[config.mk]
export PLATFORM = sky130hd
export DESIGN_NAME = acbc_keysched
export DESIGN_NICKNAME = d
export VERILOG_FILES = /design/src/acbc_pkg.sv /design/src/acbc_keysched.sv
export SDC_FILE = /design/constraint.sdc
export NUM_CORES = 2
export LEC_CHECK = 0
export ABC_CLOCK_PERIOD_IN_PS = 23000
export BUFFER_PORTS_ARGS = -buffer_cell sky130_fd_sc_hd__buf_2
export CORE_ASPECT_RATIO = 2
export CORE_MARGIN = 2
export CORE_UTILIZATION = 50
export CTS_CLUSTER_DIAMETER = 30
export DETAILED_ROUTE_END_ITERATION = 7
export GPL_ROUTABILITY_DRIVEN = 1
export GPL_TIMING_DRIVEN = 1
export PLACE_DENSITY = 0.66
export SLEW_MARGIN = 20
export SYNTH_ARGS = -nofsm -noshare
export SYNTH_HDL_FRONTEND = slang
export SYNTH_SLANG_ARGS = --single-unit
[constraint.sdc]
create_clock -name clk -period 23 [get_ports clk]
set_clock_uncertainty 0.2 [all_clocks]
set_input_delay 1.15 -clock clk [delete_from_list [all_inputs] [get_ports clk]]
set_output_delay 1.15 -clock clk [all_outputs]
set_load 0.05 [all_outputs]
[src/acbc_pkg.sv]
// Package for the AES-128 CBC engine: payload types, register codes, AES helpers.
// No dependencies.
`timescale 1ns / 1ps
package acbc_pkg;

    typedef struct packed {
        logic [63:0] data_hi;
        logic [63:0] data_lo;
        logic [4:0]  valid_bytes;
        logic        first;
        logic        final_req;
    } in_item_t;

    typedef struct packed {
        logic [63:0] out_hi;
        logic [63:0] out_lo;
        logic [4:0]  out_bytes;
        logic        out_last;
        logic        pad_error;
    } out_item_t;

    // Job handed from front to back: a prepared block plus its handling.
    typedef struct packed {
        logic [127:0] blk;       // padded plaintext or ciphertext
        logic         load_iv;   // restart chaining from the vector
        logic         last;      // final block of message
        logic         extra;     // encrypt: follow with a full pad block
    } job_t;

    localparam int unsigned JobQDepth = 2;
    localparam int unsigned BlkBytes = 16;

    typedef enum logic [2:0] {
        REG_KEY_HI    = 3'd0,
        REG_KEY_LO    = 3'd1,
        REG_IV_HI     = 3'd2,
        REG_IV_LO     = 3'd3,
        REG_DIRECTION = 3'd4
    } reg_idx_t;

    localparam logic [7:0] Sbox [256] = '{
        8'h63,8'h7c,8'h77,8'h7b,8'hf2,8'h6b,8'h6f,8'hc5,8'h30,8'h01,8'h67,8'h2b,8'hfe,8'hd7,8'hab,8'h76,
        8'hca,8'h82,8'hc9,8'h7d,8'hfa,8'h59,8'h47,8'hf0,8'had,8'hd4,8'ha2,8'haf,8'h9c,8'ha4,8'h72,8'hc0,
        8'hb7,8'hfd,8'h93,8'h26,8'h36,8'h3f,8'hf7,8'hcc,8'h34,8'ha5,8'he5,8'hf1,8'h71,8'hd8,8'h31,8'h15,
        8'h04,8'hc7,8'h23,8'hc3,8'h18,8'h96,8'h05,8'h9a,8'h07,8'h12,8'h80,8'he2,8'heb,8'h27,8'hb2,8'h75,
        8'h09,8'h83,8'h2c,8'h1a,8'h1b,8'h6e,8'h5a,8'ha0,8'h52,8'h3b,8'hd6,8'hb3,8'h29,8'he3,8'h2f,8'h84,
        8'h53,8'hd1,8'h00,8'hed,8'h20,8'hfc,8'hb1,8'h5b,8'h6a,8'hcb,8'hbe,8'h39,8'h4a,8'h4c,8'h58,8'hcf,
        8'hd0,8'hef,8'haa,8'hfb,8'h43,8'h4d,8'h33,8'h85,8'h45,8'hf9,8'h02,8'h7f,8'h50,8'h3c,8'h9f,8'ha8,
        8'h51,8'ha3,8'h40,8'h8f,8'h92,8'h9d,8'h38,8'hf5,8'hbc,8'hb6,8'hda,8'h21,8'h10,8'hff,8'hf3,8'hd2,
        8'hcd,8'h0c,8'h13,8'hec,8'h5f,8'h97,8'h44,8'h17,8'hc4,8'ha7,8'h7e,8'h3d,8'h64,8'h5d,8'h19,8'h73,
        8'h60,8'h81,8'h4f,8'hdc,8'h22,8'h2a,8'h90,8'h88,8'h46,8'hee,8'hb8,8'h14,8'hde,8'h5e,8'h0b,8'hdb,
        8'he0,8'h32,8'h3a,8'h0a,8'h49,8'h06,8'h24,8'h5c,8'hc2,8'hd3,8'hac,8'h62,8'h91,8'h95,8'he4,8'h79,
        8'he7,8'hc8,8'h37,8'h6d,8'h8d,8'hd5,8'h4e,8'ha9,8'h6c,8'h56,8'hf4,8'hea,8'h65,8'h7a,8'hae,8'h08,
        8'hba,8'h78,8'h25,8'h2e,8'h1c,8'ha6,8'hb4,8'hc6,8'he8,8'hdd,8'h74,8'h1f,8'h4b,8'hbd,8'h8b,8'h8a,
        8'h70,8'h3e,8'hb5,8'h66,8'h48,8'h03,8'hf6,8'h0e,8'h61,8'h35,8'h57,8'hb9,8'h86,8'hc1,8'h1d,8'h9e,
        8'he1,8'hf8,8'h98,8'h11,8'h69,8'hd9,8'h8e,8'h94,8'h9b,8'h1e,8'h87,8'he9,8'hce,8'h55,8'h28,8'hdf,
        8'h8c,8'ha1,8'h89,8'h0d,8'hbf,8'he6,8'h42,8'h68,8'h41,8'h99,8'h2d,8'h0f,8'hb0,8'h54,8'hbb,8'h16
    };

    function automatic logic [7:0] inv_sbox(input logic [7:0] v);
        logic [7:0] r;
        r = 8'h00;
        for (int i = 0; i < 256; i++) begin
            if (Sbox[i] == v) begin
                r = 8'(i);
            end
        end
        return r;
    endfunction

    function automatic logic [7:0] xtime(input logic [7:0] a);
        return {a[6:0], 1'b0} ^ (a[7] ? 8'h1b : 8'h00);
    endfunction

    // Byte n of a block, byte 0 at the top.
    function automatic logic [7:0] get_byte(input logic [127:0] s, input int n);
        return s[127 - 8*n -: 8];
    endfunction

    function automatic logic [127:0] enc_round(input logic [127:0] s, input logic [127:0] k,
                                               input logic final_rnd);
        logic [7:0] t [16];
        logic [7:0] a0, a1, a2, a3;
        logic [127:0] r;
        for (int c = 0; c < 4; c++) begin
            for (int i = 0; i < 4; i++) begin
                t[i + 4*c] = Sbox[get_byte(s, i + 4*((c + i) % 4))];
            end
        end
        for (int c = 0; c < 4; c++) begin
            a0 = t[4*c]; a1 = t[4*c+1]; a2 = t[4*c+2]; a3 = t[4*c+3];
            if (final_rnd) begin
                r[127 - 32*c -: 32] = {a0, a1, a2, a3};
            end else begin
                r[127 - 32*c -: 32] = {
                    xtime(a0) ^ xtime(a1) ^ a1 ^ a2 ^ a3,
                    a0 ^ xtime(a1) ^ xtime(a2) ^ a2 ^ a3,
                    a0 ^ a1 ^ xtime(a2) ^ xtime(a3) ^ a3,
                    xtime(a0) ^ a0 ^ a1 ^ a2 ^ xtime(a3)};
            end
        end
        return r ^ k;
    endfunction

    function automatic logic [7:0] gm(input logic [7:0] a, input logic [3:0] b);
        logic [7:0] r, x;
        r = 8'h00;
        x = a;
        for (int i = 0; i < 4; i++) begin
            if (b[i]) begin
                r = r ^ x;
            end
            x = xtime(x);
        end
        return r;
    endfunction

    // Inverse round: InvShiftRows, InvSubBytes, AddRoundKey, then InvMixColumns.
    function automatic logic [127:0] dec_round(input logic [127:0] s, input logic [127:0] k,
                                               input logic final_rnd);
        logic [7:0] t [16];
        logic [127:0] u, r;
        logic [7:0] a0, a1, a2, a3;
        for (int c = 0; c < 4; c++) begin
            for (int i = 0; i < 4; i++) begin
                t[i + 4*((c + i) % 4)] = get_byte(s, i + 4*c);
            end
        end
        for (int i = 0; i < 16; i++) begin
            u[127 - 8*i -: 8] = inv_sbox(t[i]);
        end
        u = u ^ k;
        if (final_rnd) begin
            r = u;
        end else begin
            for (int c = 0; c < 4; c++) begin
                a0 = get_byte(u, 4*c); a1 = get_byte(u, 4*c+1);
                a2 = get_byte(u, 4*c+2); a3 = get_byte(u, 4*c+3);
                r[127 - 32*c -: 32] = {
                    gm(a0,4'd14) ^ gm(a1,4'd11) ^ gm(a2,4'd13) ^ gm(a3,4'd9),
                    gm(a0,4'd9) ^ gm(a1,4'd14) ^ gm(a2,4'd11) ^ gm(a3,4'd13),
                    gm(a0,4'd13) ^ gm(a1,4'd9) ^ gm(a2,4'd14) ^ gm(a3,4'd11),
                    gm(a0,4'd11) ^ gm(a1,4'd13) ^ gm(a2,4'd9) ^ gm(a3,4'd14)};
            end
        end
        return r;
    endfunction

    // One key-schedule step: round key n from round key n-1.
    function automatic logic [127:0] key_step(input logic [127:0] k, input logic [7:0] rc);
        logic [31:0] w0, w1, w2, w3, t;
        w0 = k[127:96]; w1 = k[95:64]; w2 = k[63:32]; w3 = k[31:0];
        t = {Sbox[w3[23:16]] ^ rc, Sbox[w3[15:8]], Sbox[w3[7:0]], Sbox[w3[31:24]]};
        w0 = w0 ^ t;
        w1 = w1 ^ w0;
        w2 = w2 ^ w1;
        w3 = w3 ^ w2;
        return {w0, w1, w2, w3};
    endfunction

endpackage

[src/acbc_keysched.sv]
// Key store: expands the key one round per cycle after a key write.
// Depends on acbc_pkg.
`timescale 1ns / 1ps
module acbc_keysched (
    input  logic         clk,
    input  logic         rst_n,
    input  logic         start,
    input  logic [127:0] key,
    input  logic [3:0]   rd_idx,
    output logic [127:0] rd_key,
    output logic         busy
);
    logic [127:0] rk_reg [11];
    logic [3:0]   step_reg, step_next;
    logic [7:0]   rc_reg, rc_next;
    logic         busy_reg, busy_next;
    logic [127:0] nk;

    assign busy   = busy_reg;
    assign rd_key = rk_reg[rd_idx];
    assign nk     = acbc_pkg::key_step(rk_reg[step_reg - 4'd1], rc_reg);

    always_comb
    begin
        step_next = step_reg;
        rc_next   = rc_reg;
        busy_next = busy_reg;
        if (start) begin
            step_next = 4'd1;
            rc_next   = 8'h01;
            busy_next = 1'b1;
        end else if (busy_reg) begin
            step_next = step_reg + 4'd1;
            rc_next   = acbc_pkg::xtime(rc_reg);
            busy_next = (step_reg != 4'd10);
        end
    end

    always_ff @(posedge clk)
    begin
        if (start) begin
            rk_reg[0] <= key;
        end else if (busy_reg) begin
            rk_reg[step_reg] <= nk;
        end
    end

    always_ff @(posedge clk or negedge rst_n)
    begin
        if (!rst_n) begin
            step_reg <= 4'd0;
            rc_reg   <= 8'h01;
            busy_reg <= 1'b0;
        end else begin
            step_reg <= step_next;
            rc_reg   <= rc_next;
            busy_reg <= busy_next;
        end
    end
endmodule

## After elaboration in Yosys (flattened, before gate mapping)

Memory sizes are Yosys's and may differ from the RTL's.
Cells that the tools add are included.

- Add/sub/neg operators: 2
- Magnitude comparators: 4
- Equality and inequality tests: 1
- Muxes and demuxes: 23
- Bitwise gates (word level): 10
- Reductions and logical operators: 2

Operator list:

| cell | number |
|---|---|
| 2-to-1 mux 128 bit | 1 |
| OR reduction 128 bit | 1 |
| bitwise XOR 32 bit | 4 |
| 2-to-1 mux 8 bit | 10 |
| >= comparator 9 bit (second input constant) | 4 |
| NOT 8 -> 9 bit | 4 |
| 2-to-1 mux 4 bit | 3 |
| 2-to-1 mux 1 bit | 8 |
| bitwise XOR 8 x 5 -> 8 bit | 1 |
| bitwise XOR 8 bit | 1 |
| 2-to-1 mux 5 bit | 1 |
| adder 4 x 1 -> 4 bit (second input constant) | 1 |
| inequality test 4 bit (second input constant) | 1 |
| subtractor 4 x 1 -> 4 bit (second input constant) | 1 |
| nonzero test 2 bit | 1 |

- Bits in registers: 13
- Bits in writable memories: 1408
- Bits in read-only memories: 8192
- Input bits: 135
- Output and inout bits: 129
- Word-level logic and storage cells: 50
- Memories kept: 5

Memories:

| memory | words | bits a word | rd ports | clocked after Yosys merged registers in | write ports | RTL line | text |
|---|---|---|---|---|---|---|---|
| (no name shown) | 256 | 8 | 1 | 0 | 0 | acbc_pkg.sv:153 | `t = {Sbox[w3[23:16]] ^ rc, Sbox[w3[15:8]], Sbox[w3[7:0]], Sbox[w3[31:24]]};` |
| (no name shown) | 256 | 8 | 1 | 0 | 0 | acbc_pkg.sv:153 |  |
| (no name shown) | 256 | 8 | 1 | 0 | 0 | acbc_pkg.sv:153 |  |
| (no name shown) | 256 | 8 | 1 | 0 | 0 | acbc_pkg.sv:153 |  |
| rk_reg | 11 | 128 | 2 | 0 | 1 | acbc_keysched.sv:13 | `logic [127:0] rk_reg [11];` |

## Longest topological paths before layout

An unclocked memory read counts as a cell.

- Depth in word-level cells: 12
- Depth in mapped cells: 32
- Gate-level depth less buffers: 20

## Worst setup path after synthesis

No wires, ideal clock.

- Kind: flip-flop to flip-flop
- Start: register step_reg[0]
- End: memory rk_reg[1][0], enable pin
- Library setup time: 0.929 ns
- Data arrival time: 14.928 ns
- Data required time: 21.871 ns
- Setup slack: 6.943 ns
- Cell stages (with the launch flop): 15
- Path buffers: 12
- Clock period less this slack: 16.057 ns
- Cells stage by stage: dfrtp_1 > buf_6 > buf_6 > buf_4 > buf_6 > buf_6 > buf_6 > buf_6 > buf_4 > buf_6 > buf_4 > buf_2 > buf_2 > nand2_1 > nor4_1

- Word-level cells in the longest chain between the ends: 1

Ends and longest elaborated chain:

| what | RTL line | text |
|---|---|---|
| start, declared | acbc_keysched.sv:14 | `logic [3:0] step_reg, step_next;` |
| start signal, assigned | acbc_keysched.sv:55 | `step_reg <= step_next;` |
| 2-to-1 mux 4 bit (no line) | -- |  |
| end, declared | acbc_keysched.sv:13 |  |

Every way passes these cells.

## Worst setup path after layout

- Start: register step_reg[0]
- End: memory rk_reg[4][54], data pin

- Word-level cells in the longest chain between the ends: 10

Ends and longest elaborated chain:

| what | RTL line | text |
|---|---|---|
| subtractor 4 x 1 -> 4 bit * | acbc_keysched.sv:21 | `assign nk = acbc_pkg::key_step(rk_reg[step_reg - 4'd1], rc_reg);` |
| memory read (11 x 128 bit) * | -- |  |
| NOT 8 -> 9 bit (not written as such) | acbc_pkg.sv:153 |  |
| memory read (256 x 8 bit) | -- |  |
| 2-to-1 mux 8 bit (not written as such) (2 in series) | acbc_pkg.sv:153 |  |
| bitwise XOR 32 bit | acbc_pkg.sv:154 | `w0 = w0 ^ t;` |
| bitwise XOR 32 bit | acbc_pkg.sv:155 | `w1 = w1 ^ w0;` |
| bitwise XOR 32 bit * | acbc_pkg.sv:156 | `w2 = w2 ^ w1;` |
| 2-to-1 mux 128 bit (no line) * | -- |  |

Every way passes the cells marked *; elsewhere a longest branch is shown, timed or not. The select of a mux whose other input is x is not followed.

==> qor.txt <==
First-pass GRT wire length = 493 mm
Longest Clk Path Bufs = 4
EDFF count, synth = 1,408
Placed cell count = 8,942
Leak = 32.3 nW
Cell row count = 212
Placeable Area = 167,000 µm²
Max reg flops = 1,408
Synth Register Bits = 1,421
Synth area leader = edfxtp_1
PortBufs = 263
Synth-to-layout area growth = 10.9%
Delay-heaviest family, CP = compound AO/OA/AOI/OAI gates
Pin count of the biggest net entering global routing = 155
Hold Fails Final Rpt = 0
Post-Synth Adder-Cell Area = 0.00791
Kind of critical path = reg -> reg
Antenna-violating nets left = 0
Clk Latency, worst-skew pair = 0.84 ns
Clock root buffer = clkbuf_16
I/O Pins = 264
DRC violations left = 0
Ys Warns = 0
Fillers = 13,791
Synth Area in XOR/XNOR = 0.0225
Crit-path max cell delay = 0.93 ns
Fin Setup TNS = 0 ns
Number of clock sinks = 1,421
Fmax = 93.7 MHz
Initial antenna violation count = 32
GRT overflow = 0
Unrepaired setup endpoints after global routing = false
TritonCTS clock tree = built
Share of cells above drive strength 1 = 0.199
Slowest-stage cell, CP = dfrtp_4
Min Tclk post-route = 10.67 ns
Max-cap violations = 0
Worst Max-Slew Pin Slew = 1.26 ns
Final core occ = 0.558
Async SR Flop Fraction = 0.00915
Slew headroom = 0.158
Finished Cell Area = 92,900 µm²
Final setup vio count = 0
Share of the synthesized area in the top cell type = 0.504
CTS Buf Count = 170
Mapped cell area = 83,800 µm²
Vias in the first global route = 66,511
Crit-path cells = inv_1 -> ha_4 -> buf_12 -> buf_4 -> buf_4 -> nor2b_1 -> a2111oi_0 -> and4b_1 -> a21o_1 -> buf_4 -> ha_1 -> buf_4 -> a211oi_1 -> a211oi_1 -> a21oi_1 -> a221oi_1 -> a31oi_1 -> a32oi_1 -> nor2b_1 -> xnor2_1 -> xor2_1 -> o21ai_0
Startpoint Class = flip-flop
Dominant cells by area after synthesis = edfxtp_1 (50%), mux4_2 (13%), mux2i_1 (5.8%), nand2_1 (3.9%), o21ai_0 (3.3%)
Pre-Repair DR Iteration Count = 8
Die height = 583 µm
Mux cell area share after synthesis = 0.189
Total number of H-tree levels = 4
Required @ worst endpoint = 23.29 ns
Synth Area in Compound Gates = 0.144
Top cells by count, synth = edfxtp_1 (1,408), nand2_1 (878), o21ai_0 (560)
Dpl hpwl = 228 mm
Hold buffer count at cts = 0
GRT Total Usage = 0.406
Largest family of logic cells by synthesized area = multiplexers
DRT iter0 DRCs = 8,618
Die area = 171,000 µm²
Final Wtd Congestion = 1.08
Starting Density = 0.503
Post-synthesis simple-gate area fraction = 0.0894
Routed wire length = 351 mm
Most frequent cell on the critical path = buf_4
Slew Limit Fails = 0
Hold Crit Class = in -> async
P per Cell Area = 159 nW/µm²
Syn nets = 7,126
Arrival time worst endpoint = 10.96 ns
Vias = 67,959
Final worst-path cycle share = 0.464
Worst VDD drop = 115 µV
Die Wd = 294 µm
Synth Area per Inst = 12.1 µm²
Sequential fraction of the synthesis area = 0.508
Outcome = finished clean
Placed instance area = 87,100 µm²
Drt wl/cell = 37.9 µm
Worst Path Max Fanout = 111
Critical Path Sink Type = flip-flop
Worst-path clk slew = 0.06 ns
CP bufs+invs = 6
Mapped Cells = 6,938
Final nets = 7,169
Post-synth cell types = 108
Non-filler cells, final = 9,267
Post-CTS sizing = 0
Via density per instance = 7.33
Top-count cell post-synth = edfxtp_1
Post-CTS Repair Setup Buffers = 0
Main synth FF type = edfxtp_1
[through the flow]
| step | setup WS [ns] | power (mW) | hold WS [ns] |
|---|---|---|---|
| global route | 11.86 | 15.1 | 0.111 |
| CTS | 12.68 | 14.4 | 0.0872 |
| floorplan | 6.94 | 8.54 | 0.328 |
| finish | 12.33 | 14.8 | 0.103 |
| detailed placement | 12.68 | 11.6 | 0.360 |
| global placement | 12.73 | 11.5 | 0.350 |
[cell type report]
type                       instances  area [µm²]  area share
clock inverter                   120        1360      0.0146
inverter                          34         128     0.00137
clock buffer                     184        4350      0.0468
antenna                           14        35.0    0.000377
timing repair buffer             513        3400      0.0366
multi-input combinational       4841       38400       0.413
tap                             2140        2680      0.0288
sequential                      1421       42600       0.459
[placed cells by master, fill, tap and decap left out, drive strengths merged, types with 118 or more instances in the layout]
cell    netlist  routed
nand3       152     152
xnor2       118     118
clkbuf      253     187
o21ai       597     597
a21oi       408     408
mux4        480     480
mux2i       486     486
buf         389     510
a31oi       132     132
edfxtp     1408    1408
nor2        457     457
nand2       879     879
[power by group]
| part | internal (mW) | switching [mW] | total [mW] |
|---|---|---|---|
| clock | 1.60 | 1.15 | 2.75 |
| sequential | 3.95 | 0.140 | 4.09 |
| combinational | 2.18 | 5.77 | 7.96 |
[logic make-up after synthesis]
group / Yosys count
buf+inv: 676
compound gates: 1858
xor+xnor: 187
flops: 1421
simple gates: 1764
mux: 979
fa+ha+maj: 53
[routing by layer]
| metal | global-route usage | share of wire |
|---|---|---|
| met5 | 0 | 0.00054 |
| met4 | 0.334 | 0.10 |
| met3 | 0.103 | 0.11 |
| met2 | 0.655 | 0.47 |
| met1 | 0.451 | 0.32 |
[final timing paths]
check	start	slack, ns	end	depth (start not counted)
setup reg to reg	step_reg[0]	12.33	rk_reg[4][54]	22
min in group clk	rc_reg[1]	0.38	rc_reg[2]	2
setup / recovery	step_reg[0]	12.33	rk_reg[4][54]	22
hold / removal	rst_n	0.10	step_reg[2]	1
max in group asynchronous	rst_n	22.08	step_reg[0]	1
hold reg to reg	rc_reg[1]	0.38	rc_reg[2]	2
Note: power is estimated with default switching activity, not from simulation.
