$ cat src/acbc_pkg.sv
// Package for the AES-128 CBC engine: payload types, register codes, AES helpers.
// No dependencies.
`timescale 1ns / 1ps
package acbc_pkg;

    typedef struct packed {
        logic [63:0] data_hi;
        logic [63:0] data_lo;
        logic [4:0]  valid_bytes;
        logic        first;
        logic        final_req;
    } in_item_t;

    typedef struct packed {
        logic [63:0] out_hi;
        logic [63:0] out_lo;
        logic [4:0]  out_bytes;
        logic        out_last;
        logic        pad_error;
    } out_item_t;

    // Job handed from front to back: a prepared block plus its handling.
    typedef struct packed {
        logic [127:0] blk;       // padded plaintext or ciphertext
        logic         load_iv;   // restart chaining from the vector
        logic         last;      // final block of message
        logic         extra;     // encrypt: follow with a full pad block
    } job_t;

    localparam int unsigned JobQDepth = 2;
    localparam int unsigned BlkBytes = 16;

    typedef enum logic [2:0] {
        REG_KEY_HI    = 3'd0,
        REG_KEY_LO    = 3'd1,
        REG_IV_HI     = 3'd2,
        REG_IV_LO     = 3'd3,
        REG_DIRECTION = 3'd4
    } reg_idx_t;

    localparam logic [7:0] Sbox [256] = '{
        8'h63,8'h7c,8'h77,8'h7b,8'hf2,8'h6b,8'h6f,8'hc5,8'h30,8'h01,8'h67,8'h2b,8'hfe,8'hd7,8'hab,8'h76,
        8'hca,8'h82,8'hc9,8'h7d,8'hfa,8'h59,8'h47,8'hf0,8'had,8'hd4,8'ha2,8'haf,8'h9c,8'ha4,8'h72,8'hc0,
        8'hb7,8'hfd,8'h93,8'h26,8'h36,8'h3f,8'hf7,8'hcc,8'h34,8'ha5,8'he5,8'hf1,8'h71,8'hd8,8'h31,8'h15,
        8'h04,8'hc7,8'h23,8'hc3,8'h18,8'h96,8'h05,8'h9a,8'h07,8'h12,8'h80,8'he2,8'heb,8'h27,8'hb2,8'h75,
        8'h09,8'h83,8'h2c,8'h1a,8'h1b,8'h6e,8'h5a,8'ha0,8'h52,8'h3b,8'hd6,8'hb3,8'h29,8'he3,8'h2f,8'h84,
        8'h53,8'hd1,8'h00,8'hed,8'h20,8'hfc,8'hb1,8'h5b,8'h6a,8'hcb,8'hbe,8'h39,8'h4a,8'h4c,8'h58,8'hcf,
        8'hd0,8'hef,8'haa,8'hfb,8'h43,8'h4d,8'h33,8'h85,8'h45,8'hf9,8'h02,8'h7f,8'h50,8'h3c,8'h9f,8'ha8,
        8'h51,8'ha3,8'h40,8'h8f,8'h92,8'h9d,8'h38,8'hf5,8'hbc,8'hb6,8'hda,8'h21,8'h10,8'hff,8'hf3,8'hd2,
        8'hcd,8'h0c,8'h13,8'hec,8'h5f,8'h97,8'h44,8'h17,8'hc4,8'ha7,8'h7e,8'h3d,8'h64,8'h5d,8'h19,8'h73,
        8'h60,8'h81,8'h4f,8'hdc,8'h22,8'h2a,8'h90,8'h88,8'h46,8'hee,8'hb8,8'h14,8'hde,8'h5e,8'h0b,8'hdb,
        8'he0,8'h32,8'h3a,8'h0a,8'h49,8'h06,8'h24,8'h5c,8'hc2,8'hd3,8'hac,8'h62,8'h91,8'h95,8'he4,8'h79,
        8'he7,8'hc8,8'h37,8'h6d,8'h8d,8'hd5,8'h4e,8'ha9,8'h6c,8'h56,8'hf4,8'hea,8'h65,8'h7a,8'hae,8'h08,
        8'hba,8'h78,8'h25,8'h2e,8'h1c,8'ha6,8'hb4,8'hc6,8'he8,8'hdd,8'h74,8'h1f,8'h4b,8'hbd,8'h8b,8'h8a,
        8'h70,8'h3e,8'hb5,8'h66,8'h48,8'h03,8'hf6,8'h0e,8'h61,8'h35,8'h57,8'hb9,8'h86,8'hc1,8'h1d,8'h9e,
        8'he1,8'hf8,8'h98,8'h11,8'h69,8'hd9,8'h8e,8'h94,8'h9b,8'h1e,8'h87,8'he9,8'hce,8'h55,8'h28,8'hdf,
        8'h8c,8'ha1,8'h89,8'h0d,8'hbf,8'he6,8'h42,8'h68,8'h41,8'h99,8'h2d,8'h0f,8'hb0,8'h54,8'hbb,8'h16
    };

    function automatic logic [7:0] inv_sbox(input logic [7:0] v);
        logic [7:0] r;
        r = 8'h00;
        for (int i = 0; i < 256; i++) begin
            if (Sbox[i] == v) begin
                r = 8'(i);
            end
        end
        return r;
    endfunction

    function automatic logic [7:0] xtime(input logic [7:0] a);
        return {a[6:0], 1'b0} ^ (a[7] ? 8'h1b : 8'h00);
    endfunction

    // Byte n of a block, byte 0 at the top.
    function automatic logic [7:0] get_byte(input logic [127:0] s, input int n);
        return s[127 - 8*n -: 8];
    endfunction

    function automatic logic [127:0] enc_round(input logic [127:0] s, input logic [127:0] k,
                                               input logic final_rnd);
        logic [7:0] t [16];
        logic [7:0] a0, a1, a2, a3;
        logic [127:0] r;
        for (int c = 0; c < 4; c++) begin
            for (int i = 0; i < 4; i++) begin
                t[i + 4*c] = Sbox[get_byte(s, i + 4*((c + i) % 4))];
            end
        end
        for (int c = 0; c < 4; c++) begin
            a0 = t[4*c]; a1 = t[4*c+1]; a2 = t[4*c+2]; a3 = t[4*c+3];
            if (final_rnd) begin
                r[127 - 32*c -: 32] = {a0, a1, a2, a3};
            end else begin
                r[127 - 32*c -: 32] = {
                    xtime(a0) ^ xtime(a1) ^ a1 ^ a2 ^ a3,
                    a0 ^ xtime(a1) ^ xtime(a2) ^ a2 ^ a3,
                    a0 ^ a1 ^ xtime(a2) ^ xtime(a3) ^ a3,
                    xtime(a0) ^ a0 ^ a1 ^ a2 ^ xtime(a3)};
            end
        end
        return r ^ k;
    endfunction

    function automatic logic [7:0] gm(input logic [7:0] a, input logic [3:0] b);
        logic [7:0] r, x;
        r = 8'h00;
        x = a;
        for (int i = 0; i < 4; i++) begin
            if (b[i]) begin
                r = r ^ x;
            end
            x = xtime(x);
        end
        return r;
    endfunction

    // Inverse round: InvShiftRows, InvSubBytes, AddRoundKey, then InvMixColumns.
    function automatic logic [127:0] dec_round(input logic [127:0] s, input logic [127:0] k,
                                               input logic final_rnd);
        logic [7:0] t [16];
        logic [127:0] u, r;
        logic [7:0] a0, a1, a2, a3;
        for (int c = 0; c < 4; c++) begin
            for (int i = 0; i < 4; i++) begin
                t[i + 4*((c + i) % 4)] = get_byte(s, i + 4*c);
            end
        end
        for (int i = 0; i < 16; i++) begin
            u[127 - 8*i -: 8] = inv_sbox(t[i]);
        end
        u = u ^ k;
        if (final_rnd) begin
            r = u;
        end else begin
            for (int c = 0; c < 4; c++) begin
                a0 = get_byte(u, 4*c); a1 = get_byte(u, 4*c+1);
                a2 = get_byte(u, 4*c+2); a3 = get_byte(u, 4*c+3);
                r[127 - 32*c -: 32] = {
                    gm(a0,4'd14) ^ gm(a1,4'd11) ^ gm(a2,4'd13) ^ gm(a3,4'd9),
                    gm(a0,4'd9) ^ gm(a1,4'd14) ^ gm(a2,4'd11) ^ gm(a3,4'd13),
                    gm(a0,4'd13) ^ gm(a1,4'd9) ^ gm(a2,4'd14) ^ gm(a3,4'd11),
                    gm(a0,4'd11) ^ gm(a1,4'd13) ^ gm(a2,4'd9) ^ gm(a3,4'd14)};
            end
        end
        return r;
    endfunction

    // One key-schedule step: round key n from round key n-1.
    function automatic logic [127:0] key_step(input logic [127:0] k, input logic [7:0] rc);
        logic [31:0] w0, w1, w2, w3, t;
        w0 = k[127:96]; w1 = k[95:64]; w2 = k[63:32]; w3 = k[31:0];
        t = {Sbox[w3[23:16]] ^ rc, Sbox[w3[15:8]], Sbox[w3[7:0]], Sbox[w3[31:24]]};
        w0 = w0 ^ t;
        w1 = w1 ^ w0;
        w2 = w2 ^ w1;
        w3 = w3 ^ w2;
        return {w0, w1, w2, w3};
    endfunction

endpackage

$ cat src/acbc_front.sv
// Front end: accepts input beats, pads encrypt remainders, queues jobs.
// Depends on acbc_pkg.
`timescale 1ns / 1ps
module acbc_front (
    input  logic              clk,
    input  logic              rst_n,
    input  logic              push,
    output logic              full,
    input  acbc_pkg::in_item_t din,
    input  logic              dir,
    output logic              job_valid,
    input  logic              job_take,
    output acbc_pkg::job_t    job
);
    acbc_pkg::job_t job_q_reg [acbc_pkg::JobQDepth];
    logic           wr_ptr_reg, rd_ptr_reg, wr_ptr_next, rd_ptr_next;
    logic [1:0]     cnt_reg, cnt_next;
    acbc_pkg::job_t new_job;
    logic [4:0]     n;
    logic [7:0]     pad;
    logic           do_push;

    assign full      = (cnt_reg == 2'(acbc_pkg::JobQDepth));
    assign do_push   = push && !full;
    assign job_valid = (cnt_reg != 2'd0);
    assign job       = job_q_reg[rd_ptr_reg];

    always_comb
    begin
        if (!din.final_req || din.valid_bytes > 5'd16) begin
            n = 5'd16;
        end else begin
            n = din.valid_bytes;
        end
        pad = 8'(5'd16 - n);
        new_job.blk = {din.data_hi, din.data_lo};
        if (!dir) begin
            for (int i = 0; i < acbc_pkg::BlkBytes; i++) begin
                if (5'(i) >= n) begin
                    new_job.blk[127 - 8*i -: 8] = pad;
                end
            end
        end
        new_job.load_iv = din.first;
        new_job.last    = din.final_req;
        new_job.extra   = !dir && din.final_req && (n == 5'd16);
    end

    always_ff @(posedge clk)
    begin
        if (do_push) begin
            job_q_reg[wr_ptr_reg] <= new_job;
        end
    end

    always_comb
    begin
        wr_ptr_next = wr_ptr_reg ^ do_push;
        rd_ptr_next = rd_ptr_reg ^ job_take;
        cnt_next    = cnt_reg + 2'(do_push) - 2'(job_take);
    end

    always_ff @(posedge clk or negedge rst_n)
    begin
        if (!rst_n) begin
            wr_ptr_reg <= 1'b0;
            rd_ptr_reg <= 1'b0;
            cnt_reg    <= 2'd0;
        end else begin
            wr_ptr_reg <= wr_ptr_next;
            rd_ptr_reg <= rd_ptr_next;
            cnt_reg    <= cnt_next;
        end
    end
endmodule

$ cat config.mk
export PLATFORM = sky130hd
export DESIGN_NAME = acbc_front
export DESIGN_NICKNAME = d
export VERILOG_FILES = /design/src/acbc_pkg.sv /design/src/acbc_front.sv
export SDC_FILE = /design/constraint.sdc
export NUM_CORES = 1
export LEC_CHECK = 0
export BUFFER_PORTS_ARGS = -buffer_cell sky130_fd_sc_hd__buf_2
export CORE_MARGIN = 2
export CORE_UTILIZATION = 54
export DETAILED_ROUTE_END_ITERATION = 16
export HOLD_SLACK_MARGIN = 0.05
export PLACE_DENSITY_LB_ADDON = 0.2
export SETUP_SLACK_MARGIN = 0.02
export SYNTH_ARGS = -nofsm -noshare
export SYNTH_HDL_FRONTEND = slang
export SYNTH_SLANG_ARGS = --single-unit
$ cat constraint.sdc
create_clock -name clk -period 4.8 [get_ports clk]
set_clock_uncertainty 0.05 [all_clocks]
set_input_delay 0.48 -clock clk [delete_from_list [all_inputs] [get_ports clk]]
set_output_delay 0.48 -clock clk [all_outputs]
set_load 0.005 [all_outputs]
Word-level counts from Yosys, hierarchy flattened
Memories as Yosys holds them, arrays and structs flattened.
Cells that the tools add are included.
{"block": "word_totals", "elab_cells": 56, "memories": 1, "mem_bits_rw": 262, "output_inout_bits": 133, "ff_bits": 4}
{"block": "op_classes", "mux": 20, "add_sub_neg": 3, "bitwise_logic": 2, "reduce_logical": 8, "n_lt_le_gt_ge": 17, "eq_ne": 2}
{"name": "job_q_reg", "depth": 2, "word_bits": 131, "rd": 1, "rd_ports_with_merged_regs": 0, "wr": 1, "line_no": "acbc_front.sv:15", "rtl": "acbc_pkg::job_t job_q_reg [acbc_pkg::JobQDepth];"}
{"op": "2-to-1 mux 128 bit", "count": 1}
{"op": "2-to-1 mux 8 bit", "count": 16}
{"op": "greater-or-equal comparator 4 x 5 -> 1 bit, first input constant", "count": 8}
{"op": "greater-or-equal comparator 3 x 5 -> 1 bit, first input constant", "count": 4}
{"op": "greater-or-equal comparator 1 x 5 -> 1 bit, first input constant", "count": 2}
{"op": "greater-or-equal comparator 2 x 5 -> 1 bit, first input constant", "count": 2}
{"op": "subtractor 5 x 5 -> 6 bit, first input constant", "count": 1}
{"op": "== test 5 bit, second input constant", "count": 1}
{"op": "> comparator 5 bit, second input constant", "count": 1}
{"op": "2-to-1 mux 5 bit", "count": 1}
{"op": "logical AND 1 bit", "count": 3}
{"op": "zero test 1 bit", "count": 3}
{"op": "adder 2 x 1 -> 2 bit", "count": 1}
{"op": "== test 2 bit, second input constant", "count": 1}
{"op": "2-to-1 mux 1 bit", "count": 2}
{"op": "nonzero test 2 bit", "count": 1}
{"op": "subtractor 2 x 1 -> 2 bit", "count": 1}
{"op": "bitwise XOR 1 bit", "count": 2}
{"op": "logical OR 1 bit", "count": 1}

Logic depth before layout (Yosys ltp)
Gate-level depths: netlist (run 1).
{"block": "logic_depth", "ltp_word": 6, "ltp_mapped": 10, "depth_no_buf": 9}

Worst setup path before layout (run 1)
No wires, ideal clock.
{"block": "synth_path", "path_kind": "input to register", "startpoint": "input port push", "endpoint": "memory job_q_reg[1][0] (netlist name) (enable)", "stages": 3, "setup_ns": 0.507, "required_time_ns": 4.243, "setup_slack_ns": 0.574, "arrival_time_ns": 3.669, "cell_sequence": "nand2_1 > inv_1 > ha_1"}
{"block": "synth_between", "elab_chain_len": 3}
{"item": "from (decl)", "line_no": "acbc_front.sv:7", "rtl": "input logic push,"}
{"item": "logical AND 1 bit", "line_no": "acbc_front.sv:24", "rtl": "assign do_push = push && !full;"}
{"item": "2-to-1 mux 1 bit", "line_no": "acbc_front.sv:51", "rtl": "if (do_push) begin"}
{"item": "2-to-1 mux 1 bit (implied by the code)", "line_no": "acbc_front.sv:52", "rtl": "job_q_reg[wr_ptr_reg] <= new_job;"}
{"item": "to (decl)", "line_no": "acbc_front.sv:15"}
No other way between the ends.

==> summary.txt, run 1 <==
Route
  – Drt first pass iters: 5
  – Routed wire length: 25,200 µm
  – WL per Instance: 20.4 µm
  – Initial detailed-routing violation count: 414
  – # DRC: 0
  – Vias per cell: 5.31
  – Routed via count: 6,570
  – Post-DRT Antenna Nets: 0

Critical path
  – Reg-to-reg endpoint: job_q_reg[1][89]
  – CP endpoint kind: output port
  – Critical path class: flop to output port
  – Req. time, crit path: 4.27 ns
  – Crit path DAT: 2.52 ns
  – Reg2reg start: cnt_reg[1]
  – CP Launch Type: flop
  – Reg2reg path depth: 5
  – R2r setup slk: 2.41 ns
  – CP Max Fanout: 74

STA
  – Hold_ws: 0.0960 ns
  – Final Hold Vio Count: 0
  – Rel. slew slack: 29.8%
  – Setup violations, final: 0
  – Clock period minus worst slack: 3.05 ns
  – Final worst slack: 1.75 ns
  – RSZ-0062 raised after global routing: no
  – Worst-Margin Slew: between 1 and 1.5 ns
  – Setup TNS: 0 ns
  – Fmax achieved: 328 MHz
  – Final Cycle Share: 63.6%
  – Slew Viols, Final: 0

Die
  – I/O Pins: 273
  – Overall die height: ~150 µm
  – Die ar.: 22,100 µm²
  – Starting density of the core: 55.5%
  – Die Width: 149 µm
  – Core Area: 20,400 µm²
  – FP Rows: 52

Outcome
  – Status: finished clean

Clock network
  – CTS max path bufs: 3
  – CTS tree: built
  – CTS sink cnt: between 200 and 300
  – Post-CTS setup buffers: 0
  – Clk Tree Root Cell: clkbuf_16
  – Clk Latency, worst-skew pair: 0.52 ns
  – Total CTS buffers: 27
  – CTS clk-pin slew, worst paths: around 0.06 ns
  – H-tree levels: 1

Placement
  – Placed Area: roughly 13,000 µm²
  – Placement Setup Slack: 1.48 ns
  – I/O Buffers: 272
  – Placed wire-length estimate: 16,500 µm
  – Global placement routability congestion: 0.771

GRT
  – Antenna violations before repair: 9
  – Gr usage total: 22.1%
  – Vias in the first global route: between 6,000 and 7,000
  – GR Overflow Total: 0
  – Largest net degree at the start of global routing: 75
  – First-pass GRT wire length: approximately 37,000 µm

Synth
  – Top area cells in the synthesized netlist: edfxtp_1 70%, mux2_2 15%, mux2i_1 2.6%
  – Count leader, synth: edfxtp_1
  – Register area share after synthesis: a little over two thirds
  – Mapped Area: about 11,000 µm²
  – Post-synth net total: 816
  – #FFs+latches synth: 266
  – Dominant synthesized flop cell: edfxtp_1
  – Most frequent cells after synthesis: 262 x edfxtp_1, 154 x mux2_2, 44 x and2_1
  – Yosys warns: 0
  – Mapped Cells: 668
  – Number of synthesized flops with an enable pin: ~260
  – Yosys top cell area share: 69.6%
  – Post-Syn Area per Cell: 16.9 µm²
  – Largest area contributor in the netlist: edfxtp_1
  – Ys async rst share: 1.50%
  – Distinct cells, synth: between 40 and 50

Power
  – Max VDD drop: between 0.3 and 0.4 mV
  – P per Cell Area: 544 nW/µm²
  – Pleak: roughly 0.0055 µW

Job
  – Max Cap Violations: 0

Final layout
  – Post-route cell area: 13,900 µm²
  – Fin nets: 1,089
  – Fraction of layout cells with a size suffix above 1: 51.0%
  – Final core occ: ~68%
  – Layout area overhead: 22.9%
  – Max FFs per register: 262

Hold path
  – Hold Crit Depth: 1
  – Hold Path Origin: din[1]
  – Hold path endpoint: job_q_reg[0][2]
  – Worst min-delay path class: input pin to flop
-- worst max path at each step --
stage	start	to	slack, ns	cells after the start
2_1_floorplan	push	job_q_reg[1][0]	0.57	3
3_3_place_gp	din[0]	job_q_reg[0][61]	1.57	9
3_5_place_dp	din[0]	job_q_reg[0][61]	1.48	9
4_1_cts	rd_ptr_reg	job[71]	1.70	3
5_1_grt	rd_ptr_reg	job[85]	1.64	3
6_report	rd_ptr_reg	job[79]	1.75	3
-- per-stage QoR --
stage	power, µW	std cells
3_3_place_gp	5480	1181
5_1_grt	7910	1234
2_1_floorplan	4640	668
3_5_place_dp	5510	1181
6_report	7560	1237
4_1_cts	7630	1231
-- cell families after synthesis --
family                     after synthesis  synth area share [%]
and+or+nand+nor                         87                  4.63
AOI/OAI and AO/OA                       41                  2.59
adders and majority gates                8                 0.886
buffers and inverters                   76                  2.78
muxes                                  186                  18.3
DFF                                    266                  70.5
xor gates and xnor gates                 4                 0.310
-- cell type report --
type                            instances  area (µm²)
Sequential cell                       266        7970
Fill cell                            1459        6470
Multi-Input combinational cell        326        3050
Timing Repair Buffer                  279        1450
Clock buffer                           34         732
Tap cell                              270         338
Clock inverter                         15         175
Inverter                               41         154
Antenna cell                            6        15.0
-- worst max-delay path, cell delays in order (launching register included) --
cell     delay (ns)
dfrtp_4        0.97
buf_12         0.43
mux2_2         0.39
buf_2          0.14
-- power by group --
part	total, µW	switching [µW]	internal, µW
Sequential	3410	208	3200
Combinational	2040	1020	1020
Clock	2120	833	1290
Total	7560	2060	5500
-- layer usage --
metal | global-route usage [%] | part of all wire (%) | vias to the layer above
met1 | 28.5 | 39 | 3232
met4 | 4.57 | 1.0 | 6
met2 | 37.2 | 50 | 238
met3 | 7.06 | 9.7 | 28
li1 | - | - | 3066
met5 | 0 | 0.14 | -
-- cell usage in the layout, fill, tap and decap left out, types with 3 or more instances in the layout --
master / Yosys / final
buf_12: 0 / 3
mux2_2: 154 / 154
dfrtp_1: 4 / 3
mux2i_1: 29 / 29
edfxtp_1: 262 / 262
diode_2: 0 / 6
bufinv_16: 0 / 4
clkinv_2: 0 / 8
clkbuf_8: 0 / 3
and2_1: 44 / 44
nand2_1: 20 / 20
clkbuf_1: 25 / 4
o2bb2ai_1: 5 / 5
mux2_4: 3 / 3
inv_1: 41 / 41
buf_2: 5 / 272
and2b_1: 3 / 3
a22o_1: 3 / 3
o21a_1: 4 / 4
o21ai_0: 15 / 15
clkbuf_16: 0 / 27
nor2b_1: 5 / 5
ha_1: 8 / 6
buf_4: 0 / 3
-- repair_timing --
item,in CTS,in global routing
endpoints found under the hold margin,4,0
hold buffers,1,0
gates resized for setup,0,0
Power figures use the tool's default switching activity.
==> run 2: changes to the inputs <==
--- a/config.mk
+++ b/config.mk
@@ -5,9 +5,10 @@
 export SDC_FILE = /design/constraint.sdc
 export NUM_CORES = 1
 export LEC_CHECK = 0
+export ABC_AREA = 1
 export BUFFER_PORTS_ARGS = -buffer_cell sky130_fd_sc_hd__buf_2
 export CORE_MARGIN = 2
-export CORE_UTILIZATION = 54
+export CORE_UTILIZATION = 49
 export DETAILED_ROUTE_END_ITERATION = 16
 export HOLD_SLACK_MARGIN = 0.05
 export PLACE_DENSITY_LB_ADDON = 0.2
==> constraint.sdc (replaced) <==
create_clock -name clk -period 2.8 [get_ports clk]
set_clock_uncertainty 0.05 [all_clocks]
set_input_delay 0.28 -clock clk [delete_from_list [all_inputs] [get_ports clk]]
set_output_delay 0.28 -clock clk [all_outputs]
set_load 0.005 [all_outputs]
==> run 2 against run 1 <==
Sequential share of layout area decreased by 4.4 points. Sequential power is 69% higher. Critical path depth is 8 higher. First-iteration DRC count rose by 8.0%. Cell count is 24% higher. Via count grew 17%. Area after synthesis grew 0.94%. Routed wire length is 12% higher. Combinational power increased by 90%. Sequential cell count did not move. Critical path type is now input pin to flop. Highest routed layer unchanged.
==> summary.txt, run 2 <==
Synth
  – Yosys top cell area share: 69.0% (-0.65 points)
  – Post-Syn Area per Cell: 14.2 µm² (-16%)
  – #FFs+latches synth: 266 (unchanged)
  – Yosys warns: 0 (unchanged)
  – Dominant synthesized flop cell: edfxtp_1
  – Count leader, synth: edfxtp_1
  – Distinct cells, synth: 34 (-24%)
  – Ys async rst share: 1.50% (unchanged)
  – Number of synthesized flops with an enable pin: 262 (unchanged)
  – Top area cells in the synthesized netlist: edfxtp_1 69%, mux2_2 13%, nand2_1 4.0%
  – Most frequent cells after synthesis: 262 x edfxtp_1, 131 x mux2_2, 121 x nand2_1
  – Mapped Cells: 805 (+21%)
  – Post-synth net total: 953 (+17%)
  – Mapped Area: 11,400 µm² (+0.94%)
  – Register area share after synthesis: 69.8% (-0.66 points)
  – Largest area contributor in the netlist: edfxtp_1

Critical path
  – CP cell instances: dlygate4sd3_1 > buf_2 > inv_1 > nor2_4 > nand2_1 > ha_1 > nand3_1 > inv_1 > ha_1 > buf_4 > o21ai_0
  – Crit path DAT: 2.66 ns (+0.14 ns)
  – WP buf/inv: 5 (+3)
  – CP endpoint kind: flop
  – Max incr delay on CP: 0.56 ns (-0.41 ns)
  – Req. time, crit path: 3.00 ns (-1.27 ns)
  – CP Launch Type: input pin
  – Critical path class: input pin to flop
  – CP delay by family, top: buffers and inverters
  – CP max-delay cell: dlygate4sd3_1
  – CP Max Fanout: 8 (-89%)

Power
  – Flop pwr share: 45.0% (about the same)
  – Max VDD drop: 0.628 mV (+64%)
  – Total chip power: 12,800 µW (+69%)
  – Combinational power share: 30.3% (+3.4 points)
  – Int Pwr: 9160 µW (+66%)
  – Pleak: 0.00624 µW (+13%)
  – Switching pwr: 3630 µW (+77%)
  – Switch share: 28.4% (+1.2 points)
  – Clock power frac: 24.6% (-3.5 points)
  – P per Cell Area: 851 nW/µm² (+56%)

GRT
  – Largest net degree at the start of global routing: 66 (-12%)
  – Antenna violations before repair: 4 (-5)
  – Vias in the first global route: 7,869 (+18%)
  – Gr usage total: 22.7% (+0.54 points)
  – GR Overflow Total: 0 (unchanged)
  – First-pass GRT wire length: 42,400 µm (+14%)

Clock network
  – CTS-repair resized insts: 0 (unchanged)
  – Clk Tree Root Cell: clkbuf_16
  – H-tree levels: 1 (unchanged)
  – CTS max path bufs: 3 (unchanged)
  – CTS clk-pin slew, worst paths: 0.06 ns (about the same)
  – CTS tree: built
  – CTS hold repair buffers: 101 (+100)
  – Clk Latency, worst-skew pair: 0.52 ns (about the same)
  – CTS sink cnt: 266 (unchanged)
  – Post-CTS setup buffers: 0 (unchanged)
  – Total CTS buffers: 27 (unchanged)

Route
  – # DRC: 0 (unchanged)
  – Routed via count: 7,657 (+17%)
  – Vias per cell: 5.01 (-5.7%)
  – Initial detailed-routing violation count: 447 (+8.0%)
  – Drt first pass iters: 5 (unchanged)
  – WL per Instance: 18.5 µm (-9.3%)
  – Routed wire length: 28,200 µm (+12%)
  – Post-DRT Antenna Nets: 0 (unchanged)

Die
  – Die Width: 157 µm (+5.3%)
  – I/O Pins: 273 (unchanged)
  – Core Area: 22,800 µm² (+12%)
  – Overall die height: 157 µm (+5.3%)
  – Starting density of the core: 50.1% (-5.4 points)
  – Die ar.: 24,500 µm² (+11%)
  – FP Rows: 55 (+5.8%)

Placement
  – Placed Area: 13,300 µm² (+2.4%)
  – I/O Buffers: 272 (unchanged)
  – Placed cell count: 1,379 (+17%)
  – Global placement routability congestion: 0.843 (+9.3%)
  – Placed wire-length estimate: 18,600 µm (+12%)

STA
  – Fmax achieved: about 410 MHz
  – Worst-Margin Slew: 0.623 ns (-0.429 ns)
  – Slew Viols, Final: 0 (unchanged)
  – RSZ-0062 raised after global routing: no
  – Hold_ws: 0.0694 ns (-0.0267 ns)
  – Final Hold Vio Count: 0 (unchanged)
  – Setup violations, final: 0 (unchanged)
  – Clock period minus worst slack: 2.47 ns
  – Rel. slew slack: 58.4% (+29 points)
  – Final Cycle Share: 88.0%

Hold path
  – Worst min-delay path class: input pin to flop

Final layout
  – Final Non-Filler Cells: 1,529 (+24%)
  – Most common cell after layout, fill and taps aside: buf_2
  – Layout area overhead: 31.8%
  – Fraction of layout cells with a size suffix above 1: 39.5% (-11 points)
  – Commonest non-fill, non-tap cells in the layout: 272 x buf_2, 262 x edfxtp_1, 131 x mux2_2
  – Fin nets: 1,344 (+23%)
  – Post-route cell area: 15,000 µm² (+8.3%)
  – Max FFs per register: 262 (unchanged)

Outcome
  – Status: finished clean

Job
  – Max Cap Violations: 0 (unchanged)
## run 2: cell types whose count changed after synthesis, moves of 16 or more
cell and change:
and2_1 -44, clkbuf_1 -17, inv_1 +44, mux2_2 -23
mux2i_1 -29, nand2_1 +101, nand3_1 +16, nor2_1 +59
o21ai_0 +28
## run 2: metal layers
| layer | vias up | GRT usage (%) | wire, µm |
|---|---|---|---|
| li1 | 3633 | - | - |
| met1 | 3707 | 28.6 | 11700 |
| met2 | 262 | 39.2 | 13800 |
| met3 | 53 | 5.04 | 1980 |
| met4 | 2 | 6.82 | 709 |
| met5 | - | 0 | 13 |
## run 2: cell families (layout without fill, tap and decap cells)
family | after synthesis | count (layout) | share of synthesized area (%)
AND/OR/NAND/NOR | 225 | 225 | 9.12
multiplexers | 131 | 131 | 12.9
flip-flops | 266 | 266 | 69.8
AO/OA/AOI/OAI | 60 | 60 | 3.04
other | 0 | 3 | 0
buffers and inverters | 112 | 520 | 3.96
XOR/XNOR | 3 | 3 | 0.230
adder cells (fa/ha/maj) | 8 | 8 | 0.877
## run 2: path summary, 6_finish.rpt
check | startpoint | endpoint | slack [ns] | cells after the start
max in group asynchronous | rst_n | rd_ptr_reg | 1.87 | 3
min in group asynchronous | rst_n | cnt_reg[0] | 0.64 | 3
worst min register to register | cnt_reg[0] | cnt_reg[0] | 0.51 | 1
worst max-delay path | din[0] | job_q_reg[1][23] | 0.33 | 11
worst max register to register | cnt_reg[1] | job_q_reg[0][40] | 0.80 | 5
worst min-delay path | din[131] | job_q_reg[1][127] | 0.07 | 3
## run 2: layout make-up
type,instances,area [µm²]
diodes,3,7.51
clock buffers,36,709
clock inverters,10,43.8
fillers,1701,7740
inverters,87,327
multi-input cells,427,3010
flip-flops and latches,266,7970
well taps,313,392
repair buffers,387,2580
## run 2: worst register-to-register path: stages (launching register included)
cell,delay [ns]
dfrtp_1,0.39
inv_1,0.11
o21ai_0,0.11
inv_1,0.16
ha_4,0.40
buf_12,0.36
## run 2: power by group through the flow
stage | logic [µW] | clock network (µW) | registers, µW
2_1_floorplan | 2170 | 0 | 5730
3_3_place_gp | 3800 | 0 | 5800
3_5_place_dp | 3800 | 0 | 5850
4_1_cts | 3940 | 3210 | 5770
5_1_grt | 4210 | 3360 | 5840
6_report | 3880 | 3150 | 5760
## run 2: through the flow
stage | TNS [ns] | util [%] | worst slack (ns)
finish | 0 | 66.0 | 0.335
global route | 0 | 66.0 | 0.197
CTS | 0 | 66.0 | 0.317
detailed placement | 0 | 58.3 | 0.401
global placement | 0 | 58.3 | 0.464
floorplan | -7.53 | - | -0.0287
